[config.mk]
export PLATFORM = sky130hd
export DESIGN_NAME = uart_transmitter_with_fifo_unit_flat
export DESIGN_NICKNAME = d
export VERILOG_FILES = /design/src/uxf_pkg.sv /design/src/uxf_channels.sv /design/src/uxf_transmitter_with_fifo_unit_top.sv /design/src/uxf_front.sv /design/src/uxf_back.sv /design/src/uxf_top_dummy_guard.sv /design/src/flat_wrapper.sv
export SDC_FILE = /design/constraint.sdc
export NUM_CORES = 1
export LEC_CHECK = 0
export ABC_AREA = 1
export BUFFER_PORTS_ARGS = -buffer_cell sky130_fd_sc_hd__buf_2
export CORE_MARGIN = 2
export CORE_UTILIZATION = 45
export DETAILED_ROUTE_END_ITERATION = 12
export GPL_ROUTABILITY_DRIVEN = 0
export REMOVE_ABC_BUFFERS = 1
export SLEW_MARGIN = 20
export SYNTH_ARGS = -nofsm -noshare
export SYNTH_HDL_FRONTEND = slang
export SYNTH_SLANG_ARGS = --single-unit
[constraint.sdc]
create_clock -name clock -period 8.5 [get_ports clock]
set_clock_uncertainty 0.15 [all_clocks]
set_input_delay 1.7 -clock clock [delete_from_list [all_inputs] [get_ports clock]]
set_output_delay 1.7 -clock clock [all_outputs]
set_load 0.005 [all_outputs]
[src/uxf_pkg.sv]
// uxf_pkg: shared types, codes and constants for the uart transmitter with fifo
// no dependencies, compiled first

package uxf_pkg;

   // action codes as they arrive on the request channel
   localparam logic [1:0] ACT_PUSH   = 2'd0;
   localparam logic [1:0] ACT_FLUSH  = 2'd1;
   localparam logic [1:0] ACT_TICK   = 2'd2;
   localparam logic [1:0] ACT_UNUSED = 2'd3;

   localparam int          QUEUE_DEPTH_DEFAULT = 64;
   localparam logic [15:0] PERIOD_RESET        = 16'd767;
   localparam int          CMDQ_DEPTH          = 4;
   localparam int          COUNT_W             = 6;

   // bit position encoding of the frame
   localparam logic [3:0] START_POS      = 4'd0;
   localparam logic [3:0] FIRST_DATA_POS = 4'd1;
   localparam logic [3:0] LAST_DATA_POS  = 4'd8;
   localparam logic [3:0] STOP_POS       = 4'd9;

   typedef enum logic [1:0] {
      CMD_PUSH,
      CMD_FLUSH,
      CMD_TICK,
      CMD_NOP
   } op_type;

   typedef struct packed {
      op_type      op;
      logic [7:0]  data;
   } cmd_word_type;

endpackage

[src/uxf_channels.sv]
// uxf_req_if and uxf_rsp_if: valid/ready channels for requests and responses
// depends on nothing but the port widths of the work items

interface uxf_req_if;
   logic       valid;
   logic       ready;
   logic [1:0] action;
   logic [7:0] data_byte;

   modport source (output valid, action, data_byte, input ready);
   modport sink   (input valid, action, data_byte, output ready);
endinterface

interface uxf_rsp_if;
   logic       valid;
   logic       ready;
   logic       accepted;
   logic       line_level;
   logic       busy_res;
   logic [5:0] queued_count;

   modport source (output valid, accepted, line_level, busy_res, queued_count, input ready);
   modport sink   (input valid, accepted, line_level, busy_res, queued_count, output ready);
endinterface

[src/uxf_transmitter_with_fifo_unit_top.sv]
// order: a word waits in the front queue, then the back pops it and registers its response;
//   a byte-starting tick first passes the fetch state (registered read of the byte store)
// throughput: one word per cycle while the response slot is free and no fetch is running
// reset: synchronous, active high; clears indices, timer, frame state, queues and
//   response valid, line idles high, bit period returns to 767; store contents undefined
// depends on uxf_pkg, uxf_channels, uxf_front, uxf_back, uxf_period_reg

module uart_transmitter_with_fifo_unit #(
   parameter int QUEUE_DEPTH = uxf_pkg::QUEUE_DEPTH_DEFAULT
) (
   input  logic        clock,
   input  logic        reset,
   uxf_req_if.sink     req_if,
   uxf_rsp_if.source   rsp_if,
   input  logic        csr_we,
   input  logic [15:0] csr_wdata
);
   import uxf_pkg::*;

   // decoded words waiting for the executor
   logic         cmd_valid;
   cmd_word_type cmd_word;
   logic         cmd_pop;

   // bit period as last written
   logic [15:0]  period;

   // csr register, written only while the block is idle: binds the user, not enforced here
   uxf_period_reg u_period (
      .clock     (clock),
      .reset     (reset),
      .csr_we    (csr_we),
      .csr_wdata (csr_wdata),
      .period    (period)
   );

   // front: takes a word per cycle while its queue has room, classifies the action
   uxf_front u_front (
      .clock     (clock),
      .reset     (reset),
      .req_if    (req_if),
      .cmd_valid (cmd_valid),
      .cmd_word  (cmd_word),
      .cmd_pop   (cmd_pop)
   );

   // back: byte store, timer, shifter; pops only when the response slot is free
   uxf_back #(
      .QUEUE_DEPTH (QUEUE_DEPTH)
   ) u_back (
      .clock     (clock),
      .reset     (reset),
      .cmd_valid (cmd_valid),
      .cmd_word  (cmd_word),
      .cmd_pop   (cmd_pop),
      .period    (period),
      .rsp_if    (rsp_if)
   );

endmodule

[src/uxf_front.sv]
// uxf_front: accepts request words, decodes the action and holds them in a short queue
// depends on uxf_pkg and uxf_req_if

module uxf_front (
   input  logic                 clock,
   input  logic                 reset,
   uxf_req_if.sink              req_if,
   output logic                 cmd_valid,
   output uxf_pkg::cmd_word_type cmd_word,
   input  logic                 cmd_pop
);
   import uxf_pkg::*;

   localparam int PTR_W = $clog2(CMDQ_DEPTH);
   localparam int CNT_W = $clog2(CMDQ_DEPTH + 1);

   cmd_word_type             q_ff [CMDQ_DEPTH];
   logic [PTR_W-1:0]         wr_ptr_ff, rd_ptr_ff;
   logic [CNT_W-1:0]         cnt_ff;
   cmd_word_type             dec;
   logic                     push, pop;

   // classify the incoming action
   always_comb begin
      dec.data = req_if.data_byte;
      unique case (req_if.action)
         ACT_PUSH:   dec.op = CMD_PUSH;
         ACT_FLUSH:  dec.op = CMD_FLUSH;
         ACT_TICK:   dec.op = CMD_TICK;
         ACT_UNUSED: dec.op = CMD_NOP;
         default:    dec.op = CMD_NOP;
      endcase
   end

   assign req_if.ready = (cnt_ff != CNT_W'(CMDQ_DEPTH));
   assign push         = req_if.valid && req_if.ready;
   assign cmd_valid    = (cnt_ff != '0);
   assign pop          = cmd_pop && cmd_valid;
   assign cmd_word     = q_ff[rd_ptr_ff];

   always_ff @(posedge clock) begin
      if (push) begin
         q_ff[wr_ptr_ff] <= dec;
      end
   end

   always_ff @(posedge clock) begin
      if (reset) begin
         wr_ptr_ff <= '0;
         rd_ptr_ff <= '0;
         cnt_ff    <= '0;
      end else begin
         if (push) wr_ptr_ff <= wr_ptr_ff + PTR_W'(1);
         if (pop)  rd_ptr_ff <= rd_ptr_ff + PTR_W'(1);
         unique case ({push, pop})
            2'b10:   cnt_ff <= cnt_ff + CNT_W'(1);
            2'b01:   cnt_ff <= cnt_ff - CNT_W'(1);
            default: cnt_ff <= cnt_ff;
         endcase
      end
   end

   a_cnt_bound: assert property (@(posedge clock) disable iff (reset)
      cnt_ff <= CNT_W'(CMDQ_DEPTH))
      else $error("command queue count beyond depth");

   a_full_holds: assert property (@(posedge clock) disable iff (reset)
      (cnt_ff == CNT_W'(CMDQ_DEPTH) && !cmd_pop) |=> cnt_ff == CNT_W'(CMDQ_DEPTH))
      else $error("full command queue changed without a pop");

   a_pop_count: assert property (@(posedge clock) disable iff (reset)
      (pop && !push) |=> cnt_ff == $past(cnt_ff) - CNT_W'(1))
      else $error("pop did not reduce the count");

endmodule

[src/uxf_back.sv]
// uxf_back: executes commands: byte store, bit timer, 8n1 shifter and response register
// depends on uxf_pkg and uxf_rsp_if

module uxf_back #(
   parameter int QUEUE_DEPTH = uxf_pkg::QUEUE_DEPTH_DEFAULT
) (
   input  logic                 clock,
   input  logic                 reset,
   input  logic                 cmd_valid,
   input  uxf_pkg::cmd_word_type cmd_word,
   output logic                 cmd_pop,
   input  logic [15:0]          period,
   uxf_rsp_if.source            rsp_if
);
   import uxf_pkg::*;

   localparam int IDX_W = $clog2(QUEUE_DEPTH);

   typedef enum logic {S_EXEC, S_FETCH} state_type;

   logic [7:0]       mem [QUEUE_DEPTH];
   logic [7:0]       rd_data_ff;

   state_type        state_ff, state_in;
   logic [IDX_W-1:0] wr_idx_ff, wr_idx_in, rd_idx_ff, rd_idx_in;
   logic             sending_ff, sending_in;
   logic [7:0]       shift_ff, shift_in;
   logic [3:0]       bitpos_ff, bitpos_in;
   logic             pin_ff, pin_in;
   logic [15:0]      tick_ff, tick_in;
   logic             rsp_valid_ff, rsp_valid_in;
   logic             acc_ff, level_ff, busy_ff;
   logic [5:0]       count_ff;

   logic             slot_free, rsp_load, mem_we, fetch_go, acc;
   logic [IDX_W-1:0] wr_next;
   logic [IDX_W:0]   diff;

   function automatic logic [IDX_W-1:0] advance(input logic [IDX_W-1:0] idx);
      advance = (idx == IDX_W'(QUEUE_DEPTH - 1)) ? '0 : idx + IDX_W'(1);
   endfunction

   assign slot_free = !rsp_valid_ff || rsp_if.ready;
   assign wr_next   = advance(wr_idx_ff);

   always_comb begin
      state_in   = state_ff;
      wr_idx_in  = wr_idx_ff;
      rd_idx_in  = rd_idx_ff;
      sending_in = sending_ff;
      shift_in   = shift_ff;
      bitpos_in  = bitpos_ff;
      pin_in     = pin_ff;
      tick_in    = tick_ff;
      cmd_pop    = 1'b0;
      rsp_load   = 1'b0;
      mem_we     = 1'b0;
      fetch_go   = 1'b0;
      acc        = 1'b0;
      unique case (state_ff)
         S_EXEC: begin
            if (cmd_valid && slot_free) begin
               cmd_pop  = 1'b1;
               rsp_load = 1'b1;
               unique case (cmd_word.op)
                  CMD_PUSH: begin
                     if (wr_next != rd_idx_ff) begin
                        mem_we     = 1'b1;
                        wr_idx_in  = wr_next;
                        sending_in = 1'b1;
                        acc        = 1'b1;
                     end
                  end
                  CMD_FLUSH: begin
                     wr_idx_in  = '0;
                     rd_idx_in  = '0;
                     sending_in = 1'b0;
                  end
                  CMD_TICK: begin
                     if (tick_ff >= period) begin
                        tick_in = '0;
                        if (sending_ff) begin
                           priority if (bitpos_ff == START_POS) begin
                              if (wr_idx_ff != rd_idx_ff) begin
                                 fetch_go = 1'b1;
                                 rsp_load = 1'b0;
                                 state_in = S_FETCH;
                              end else begin
                                 sending_in = 1'b0;
                              end
                           end else if (bitpos_ff <= LAST_DATA_POS) begin
                              pin_in    = shift_ff[0];
                              shift_in  = {1'b0, shift_ff[7:1]};
                              bitpos_in = bitpos_ff + 4'd1;
                           end else begin
                              pin_in    = 1'b1;
                              bitpos_in = START_POS;
                           end
                        end
                     end else begin
                        tick_in = tick_ff + 16'd1;
                     end
                  end
                  CMD_NOP: begin
                  end
               endcase
            end
         end
         S_FETCH: begin
            state_in  = S_EXEC;
            rsp_load  = 1'b1;
            shift_in  = rd_data_ff;
            rd_idx_in = advance(rd_idx_ff);
            pin_in    = 1'b0;
            bitpos_in = FIRST_DATA_POS;
         end
      endcase

      if (rsp_load)          rsp_valid_in = 1'b1;
      else if (rsp_if.ready) rsp_valid_in = 1'b0;
      else                   rsp_valid_in = rsp_valid_ff;
   end

   // occupancy after this word, modulo the store depth
   assign diff = (wr_idx_in >= rd_idx_in)
               ? {1'b0, wr_idx_in} - {1'b0, rd_idx_in}
               : {1'b0, wr_idx_in} + (IDX_W+1)'(QUEUE_DEPTH) - {1'b0, rd_idx_in};

   // byte store, one write and one registered read port
   always_ff @(posedge clock) begin
      if (mem_we) begin
         mem[wr_idx_ff] <= cmd_word.data;
      end
      if (fetch_go) begin
         rd_data_ff <= mem[rd_idx_ff];
      end
   end

   always_ff @(posedge clock) begin
      if (reset) begin
         state_ff     <= S_EXEC;
         wr_idx_ff    <= '0;
         rd_idx_ff    <= '0;
         sending_ff   <= 1'b0;
         shift_ff     <= '0;
         bitpos_ff    <= START_POS;
         pin_ff       <= 1'b1;
         tick_ff      <= '0;
         rsp_valid_ff <= 1'b0;
      end else begin
         state_ff     <= state_in;
         wr_idx_ff    <= wr_idx_in;
         rd_idx_ff    <= rd_idx_in;
         sending_ff   <= sending_in;
         shift_ff     <= shift_in;
         bitpos_ff    <= bitpos_in;
         pin_ff       <= pin_in;
         tick_ff      <= tick_in;
         rsp_valid_ff <= rsp_valid_in;
      end
      if (rsp_load) begin
         acc_ff   <= acc;
         level_ff <= pin_in;
         busy_ff  <= sending_in;
         count_ff <= COUNT_W'(diff);
      end
   end

   assign rsp_if.valid        = rsp_valid_ff;
   assign rsp_if.accepted     = acc_ff;
   assign rsp_if.line_level   = level_ff;
   assign rsp_if.busy_res     = busy_ff;
   assign rsp_if.queued_count = count_ff;

   a_fetch_slot: assert property (@(posedge clock) disable iff (reset)
      state_ff == S_FETCH |-> !rsp_valid_ff)
      else $error("response register busy during fetch");

   a_fetch_nonempty: assert property (@(posedge clock) disable iff (reset)
      state_ff == S_FETCH |-> wr_idx_ff != rd_idx_ff)
      else $error("fetch from an empty store");

   a_idle_pin_high: assert property (@(posedge clock) disable iff (reset)
      bitpos_ff == START_POS |-> pin_ff)
      else $error("line low at a byte boundary");

   a_bitpos_range: assert property (@(posedge clock) disable iff (reset)
      bitpos_ff <= STOP_POS)
      else $error("bit position beyond stop bit");

endmodule

[src/uxf_top_dummy_guard.sv]
// uxf_period_reg: holds the bit period register written through the csr port
// depends on uxf_pkg

module uxf_period_reg (
   input  logic        clock,
   input  logic        reset,
   input  logic        csr_we,
   input  logic [15:0] csr_wdata,
   output logic [15:0] period
);
   import uxf_pkg::*;

   logic [15:0] period_ff;

   always_ff @(posedge clock) begin
      if (reset) begin
         period_ff <= PERIOD_RESET;
      end else if (csr_we) begin
         period_ff <= csr_wdata;
      end
   end

   assign period = period_ff;

endmodule

[src/flat_wrapper.sv]
// flat-port wrapper written by rule: the top's interface ports become plain ports
module uart_transmitter_with_fifo_unit_flat import uxf_pkg::*;
#(
   parameter int QUEUE_DEPTH = uxf_pkg::QUEUE_DEPTH_DEFAULT
)
  (clock, reset, csr_we, csr_wdata, req_if_valid, req_if_action, req_if_data_byte, req_if_ready, rsp_if_valid, rsp_if_accepted, rsp_if_line_level, rsp_if_busy_res, rsp_if_queued_count, rsp_if_ready);
  uxf_req_if req_if_i ();
  uxf_rsp_if rsp_if_i ();
  input  logic clock;
  input  logic reset;
  input  logic csr_we;
  input  logic [15:0] csr_wdata;
  input wire logic [$bits(req_if_i.valid)-1:0] req_if_valid;
  input wire logic [$bits(req_if_i.action)-1:0] req_if_action;
  input wire logic [$bits(req_if_i.data_byte)-1:0] req_if_data_byte;
  output wire logic [$bits(req_if_i.ready)-1:0] req_if_ready;
  output wire logic [$bits(rsp_if_i.valid)-1:0] rsp_if_valid;
  output wire logic [$bits(rsp_if_i.accepted)-1:0] rsp_if_accepted;
  output wire logic [$bits(rsp_if_i.line_level)-1:0] rsp_if_line_level;
  output wire logic [$bits(rsp_if_i.busy_res)-1:0] rsp_if_busy_res;
  output wire logic [$bits(rsp_if_i.queued_count)-1:0] rsp_if_queued_count;
  input wire logic [$bits(rsp_if_i.ready)-1:0] rsp_if_ready;
  assign req_if_i.valid = req_if_valid;
  assign req_if_i.action = req_if_action;
  assign req_if_i.data_byte = req_if_data_byte;
  assign req_if_ready = req_if_i.ready;
  assign rsp_if_valid = rsp_if_i.valid;
  assign rsp_if_accepted = rsp_if_i.accepted;
  assign rsp_if_line_level = rsp_if_i.line_level;
  assign rsp_if_busy_res = rsp_if_i.busy_res;
  assign rsp_if_queued_count = rsp_if_i.queued_count;
  assign rsp_if_i.ready = rsp_if_ready;
  uart_transmitter_with_fifo_unit #(.QUEUE_DEPTH(QUEUE_DEPTH)) u_core (.clock(clock), .reset(reset), .req_if(req_if_i), .rsp_if(rsp_if_i), .csr_we(csr_we), .csr_wdata(csr_wdata));
endmodule
==> results of run 1 <==
[layer usage]
| metal | track usage [%] | part of all wire (%) | vias up |
|---|---|---|---|
| li1 | - | - | 8240 |
| met5 | 0 | 0 | - |
| met3 | 4.88 | 8.5 | 128 |
| met1 | 31.6 | 43 | 8750 |
| met4 | 7.00 | 2.7 | 0 |
| met2 | 36.3 | 46 | 819 |
[layout make-up]
cell class	count	area, µm²	share of cell area (%)
Inverter	105	405	1.37
Clock buffer	80	1790	6.04
Tap cell	773	967	3.26
Timing Repair Buffer	60	348	1.17
Sequential cell	638	18500	62.4
Multi-Input combinational cell	1410	7240	24.5
Clock inverter	36	398	1.34
[registers in the layout, indices dropped and copies added, names as in the netlist, named ones only]
| register | count |
|---|---|
| u_core.u_back.bitpos_ff | 4 |
| u_core.u_back.shift_ff | 8 |
| u_core.u_back.pin_ff | 1 |
| u_core.u_front.cnt_ff | 3 |
| u_core.u_back.rsp_if.accepted | 1 |
| u_core.u_back.state_ff | 1 |
| u_core.u_back.rsp_if.queued_count | 6 |
| u_core.u_back.mem | 512 |
| u_core.u_back.rsp_if.busy_res | 1 |
| u_core.u_period.period | 16 |
| u_core.u_back.tick_ff | 16 |
| u_core.u_front.q_ff | 40 |
| u_core.u_back.rsp_if.valid | 1 |
| u_core.u_back.rsp_if.line_level | 1 |
| u_core.u_back.wr_idx_ff | 6 |
| u_core.u_front.wr_ptr_ff | 2 |
| u_core.u_back.rd_data_ff | 8 |
| u_core.u_front.rd_ptr_ff | 2 |
| u_core.u_back.rd_idx_ff | 6 |
| u_core.u_back.sending_ff | 1 |
[stage by stage]
stage | hold WS, ps | power, µW | instances
after floorplan | 283 | 4770 | 2153
after global placement | 302 | 5480 | 2986
after detailed placement | 309 | 5480 | 2986
after CTS | 315 | 8390 | 3102
after global routing | 339 | 8640 | 3102
final | 314 | 8340 | 3102
[power by group through the flow]
stage	clock (µW)	sequential, µW	combinational (µW)
2_1_floorplan	0	4160	606
3_3_place_gp	0	4150	1340
3_5_place_dp	0	4150	1330
4_1_cts	2970	4080	1330
5_1_grt	3100	4090	1440
6_report	2930	4080	1330
[worst max-delay path, stage by stage, from the launching register on]
cell	delay, ps
dfxtp_1	800
clkinv_1	760
nand2_1	270
nand3_1	100
nand2_1	100
inv_1	40
a21oi_1	150
nand3_2	220
nand3_1	120
nand2_1	80
nand3_1	90
inv_1	60
ha_1	340
nand2_1	70
o21ai_0	250
nand2_1	80
nand2_1	70
a21oi_1	70
inv_1	60
nand3_1	60
nand2_1	90
nand3b_1	100
nand2_1	50
[kinds of logic after synthesis]
logic type | Yosys count | share of synthesized area, %
xor+xnor | 20 | 0.659
buf+inv | 238 | 3.69
flops | 638 | 69.5
fa+ha+maj | 33 | 1.61
simple gates | 794 | 12.4
mux | 1 | 0.0847
compound gates | 562 | 12.1
[path summary, 6_finish.rpt]
path	start	slack, ps	to
max	u_core.u_back.rd_idx_ff[4]$_SDFF_PP0_	4070	u_core.u_back.rsp_if.queued_count[5]$_DFFE_PP_
min	u_core.u_back.shift_ff[7]$_SDFFE_PP0P_	310	u_core.u_back.shift_ff[7]$_SDFFE_PP0P_
max reg2reg	u_core.u_back.rd_idx_ff[4]$_SDFF_PP0_	4070	u_core.u_back.rsp_if.queued_count[5]$_DFFE_PP_
min reg2reg	u_core.u_back.shift_ff[7]$_SDFFE_PP0P_	310	u_core.u_back.shift_ff[7]$_SDFFE_PP0P_
[cells in the final DEF, fill, tap and decap left out, types with 2 or more instances in the layout]
| master | n |
|---|---|
| o221ai_1 | 40 |
| buf_2 | 41 |
| dfxtp_2 | 2 |
| nand3_2 | 4 |
| nand3_1 | 77 |
| nor2_2 | 2 |
| fa_1 | 2 |
| xor2_1 | 17 |
| o22ai_4 | 8 |
| nand2_2 | 13 |
| ha_1 | 31 |
| clkbuf_1 | 10 |
| clkbuf_16 | 70 |
| o21ai_1 | 16 |
| inv_2 | 5 |
| o21bai_1 | 2 |
| a21oi_1 | 88 |
| o211ai_1 | 38 |
| nand3_4 | 3 |
| o21a_1 | 2 |
| clkinvlp_4 | 2 |
| bufinv_16 | 8 |
| dfxtp_1 | 66 |
| clkinv_2 | 11 |
| o22ai_1 | 81 |
| a31oi_1 | 2 |
| nor2_1 | 360 |
| inv_6 | 2 |
| nand4_1 | 13 |
| buf_4 | 19 |
| nor2_4 | 2 |
| nor3_2 | 2 |
| nor3_1 | 26 |
| inv_1 | 92 |
| clkinv_1 | 16 |
| nand2_1 | 288 |
| xnor2_1 | 3 |
| edfxtp_1 | 569 |
| clkinv_4 | 4 |
| o21ai_0 | 278 |
==> results.toml, run 1 <==
[yosys]
ys_seq_area_share_pct = 69.5
synth_area_leaders = "edfxtp_1 (64%), o21ai_0 (5.2%), dfxtp_1 (5.2%)"
ys_ff_latch = 638
yosysTopAreaCell = "edfxtp_1"
synth_top_area_share_pct = 64.3
syn_inst = 2286
netlist_area_um2 = 26600
synth_edf_count = 569
synthDistinctLibCells = 47
synthArstFlopShare_pct = 0
synth_area_per_cell_um2 = 11.6
synth_flop_cell = "edfxtp_1"
yosysWarnings = 0
synthTopCellsByCount = "edfxtp_1 (569), nor2_1 (360), nand2_1 (288)"
yosysMostFrequentCell = "edfxtp_1"

[power]
p_sw_uw = 2360
clkPwrFrac_pct = 35.1
power_density_nw_per_um2 = 282
ir_drop_uv = 204
comb_power_share_pct = 15.9
switching_share_pct = 28.3
cellLeakagePower_uw = 0.0103
p_int_uw = 5980
p_seq_share_pct = 48.9

[global_route]
grt_util_all_layers_pct = 22.9
grt_pass1_vias = 17300
grt_pass1_wl_um = 104000
grt_overflow = 0
antenna_found_initial = 0
grt_max_degree = 120

[outcome]
status = "completed"

[clock_tree]
cts_root_buf = "clkbuf_16"
cts-resized-gates = 0
clk_latency_ps = 610
htreeDepth = 3
cts_setup_buffers = 0
clock-sinks = 638
postCtsHoldBufs = 0
cts_tree = "done"
clkTransAtPathRegs_ps = 60
cts_max_path_buffers = 3
cts_buffers = 67

[floorplanning]
ioPinCount = 42
dieArea_um2 = 61000
die_y_um = 247
initial_utilization_pct = 45.3
core_area_um2 = 58700
rows = 89
die_w_um = 247

[cells_and_area]
postLayoutCellArea_um2 = 29600
nets = 2346
drive_gt1_share_pct = 8.84
insertedDiodeCount = 0
fin_util_pct = 50.5
area_delta_synth_final_pct = 11.4
nFillCells = 5112

[drt]
vias = 17900
ant_nets = 0
drc = 0
wire_per_inst_um = 22.5
first_pass_iters = 5
finalWirelength_um = 69800
via_per_inst = 5.78
first_iter_violations = 1947

[critical_path]
cp.required_ps = 8690
arrival_ps = 4630
crit_path_start_kind = "flop"
crit_fanout = 21
critPathCaptureType = "flop"
r2r_cells = 22
crit_type = "reg2reg"

[sta]
setup_tns_ps = 0
hold_viol = 0
min_period_ps = 4430
setup_slack_ps = 4070
min_period_over_period_pct = 52.2
setup_viol = 0
max_freq_ghz = 0.225
grt_setup_unrepaired = "false"
worstMarginPinSlew_ps = 1070
drv_slew = 0
relSlewSlack_pct = 28.6

[place]
dpl.hpwl_um = 41000
io_buffer_count = 41
preCtsSetupSlack_ps = 3910
dpl-instance-area_um2 = 27400

[worst_hold_path]
hold_path_class = "reg2reg"
hold_depth = 2

[flow_run]
drv_cap = 0
No activity file was read; power rests on OpenSTA's default activity.
==> run 2: changes to the inputs <==
==> constraint.sdc (replaced) <==
create_clock -name clock -period 4.05 [get_ports clock]
set_clock_uncertainty 0.15 [all_clocks]
set_input_delay 0.81 -clock clock [delete_from_list [all_inputs] [get_ports clock]]
set_output_delay 0.81 -clock clock [all_outputs]
set_load 0.005 [all_outputs]
==> run 2 against run 1 <==
Effect of this change: clock power up 110%; core utilization up 0.42 points; non-clock buffer count up 20; maximum frequency up 25%; global-route usage down 0.42 points; flip-flop and latch count unchanged; register-to-register slack worse by 3600 ps; hold slack worse by 25 ps; combinational power up 120%; clock-buffer cell count up 1; via count down 0.43%; cell area up 0.84%; critical endpoint unchanged.
==> results.toml, run 2 (same netlist as run 1, synthesis figures left out) <==
[outcome]
status = "completed"

[cells_and_area]
drive_gt1_share_pct = 9.60
fin_util_pct = 50.9
mostFrequentLayoutCells = "edfxtp_1 (569), nor2_1 (360), nand2_1 (288)"
regMostFlops = "u_core.u_back.mem"
area_delta_synth_final_pct = 12.4
reg_top3 = "u_core.u_back.mem (512), u_core.u_front.q_ff (40)"
final_common_cell = "edfxtp_1"
insertedDiodeCount = 0
largest_reg_flops = 512
final_cells = 3126
nets = 2366

[sta]
setup_tns_ps = 0
grt_setup_unrepaired = "false"
drv_slew = 0
min_period_over_period_pct = 87.8
setup_viol = 0
relSlewSlack_pct = 31.0
max_freq_ghz = 0.281
min_period_ps = 3560
hold_viol = 0
setup_slack_ps = 494
worstMarginPinSlew_ps = 1030

[clock_tree]
postCtsHoldBufs = 0
htreeDepth = 3
cts_setup_buffers = 0
clkTransAtPathRegs_ps = 60
cts_tree = "done"
clk_latency_ps = 600
clock-sinks = 638
cts_max_path_buffers = 3
cts_root_buf = "clkbuf_16"
cts_buffers = 67

[worst_hold_path]
hp-start = "req_if_data_byte[3]"
hold_path_class = "in2reg"

[drt]
first_pass_iters = 7
finalWirelength_um = 68300
wire_per_inst_um = 21.9
drc = 0
via_per_inst = 5.71
ant_nets = 0
vias = 17900
first_iter_violations = 2055

[global_route]
grt_util_all_layers_pct = 22.5
antenna_found_initial = 0
grt_max_degree = 99
grt_overflow = 0
grt_pass1_wl_um = 104000
grt_pass1_vias = 17500

[critical_path]
crit_path_start_kind = "flop"
critPathCaptureType = "flop"
cp.required_ps = 4240
r2r-start = "u_core.u_back.wr_idx_ff[1]$_SDFF_PP0_"
arrival_ps = 3750
crit_fanout = 10
crit_type = "reg2reg"
worstSetupStartpoint = "u_core.u_back.wr_idx_ff[1]$_SDFF_PP0_"

[place]
io_buffer_count = 41
place_inst = 3006
dpl.hpwl_um = 41200
preCtsSetupSlack_ps = 453

[power]
power_density_nw_per_um2 = 590
cellLeakagePower_uw = 0.0104
ir_drop_uv = 661
power_uw = 17600

[floorplanning]
ioPinCount = 42
dieArea_um2 = 61000
die_w_um = 247
rows = 89
initial_utilization_pct = 45.3
die_y_um = 247
core_area_um2 = 58700

[flow_run]
drv_cap = 0
[run 2: cell type report]
class	count	area, µm²
Timing Repair Buffer	80	586
Fill cell	5079	28800
Clock buffer	81	1770
Multi-Input combinational cell	1410	7240
Tap cell	773	967
Inverter	105	405
Sequential cell	638	18500
Clock inverter	39	425
[run 2: report_power, final]
group | total, µW | switching, µW | internal, µW | leakage, µW
Clock | 6200 | 2510 | 3690 | 0.00106
Combinational | 2960 | 2330 | 630 | 0.00365
Sequential | 8470 | 82.1 | 8390 | 0.00569
[run 2: stage by stage]
| stage | hold slack [ps] | cell area [µm²] |
|---|---|---|
| 2_1_floorplan | 283 | 26000 |
| 3_3_place_gp | 298 | 27700 |
| 3_5_place_dp | 314 | 27700 |
| 4_1_cts | 261 | 29900 |
| 5_1_grt | 271 | 29900 |
| 6_report | 288 | 29900 |
[run 2: final timing paths]
check	slack (ps)	end	cells past startpoint
worst max-delay path	490	u_core.u_back.rsp_if.queued_count[5]$_DFFE_PP_	25
worst min-delay path	290	u_core.u_front.q_ff[1][3]$_DFFE_PP_	1
worst min register to register	320	u_core.u_period.period[15]$_SDFFE_PP0P_	2
worst max register to register	490	u_core.u_back.rsp_if.queued_count[5]$_DFFE_PP_	25
[run 2: worst max-delay path, stage by stage (launching register included)]
cell,delay (ps)
dfxtp_1,340
ha_1,220
nand2_1,120
nor2_1,150
nand2_1,140
nand2_1,130
nand2_1,60
nand2_1,70
nand2_1,60
inv_1,110
nand3_2,210
nand3_1,130
nand2_1,60
nand3_1,80
inv_1,60
ha_1,350
nand2_1,60
o21ai_0,250
nand2_1,80
nand2_1,60
a21oi_1,70
inv_1,50
nand3_1,60
nand2_1,80
nand3b_1,100
nand2_1,60
[run 2: per-layer routing]
| metal | track usage, % | up-vias | share of wire (%) |
|---|---|---|---|
| met5 | 0 | - | 0 |
| met4 | 7.73 | 0 | 3.1 |
| met3 | 4.05 | 138 | 7.0 |
| met2 | 36.3 | 719 | 47 |
| met1 | 30.6 | 8728 | 43 |
| li1 | - | 8274 | - |
[run 2: what timing repair did]
| item | in CTS | in global routing |
|---|---|---|
| setup endpoints to repair | 0 | 1 |
| endpoints found under the hold margin | 0 | 0 |
| gates resized for setup | 0 | 1 |
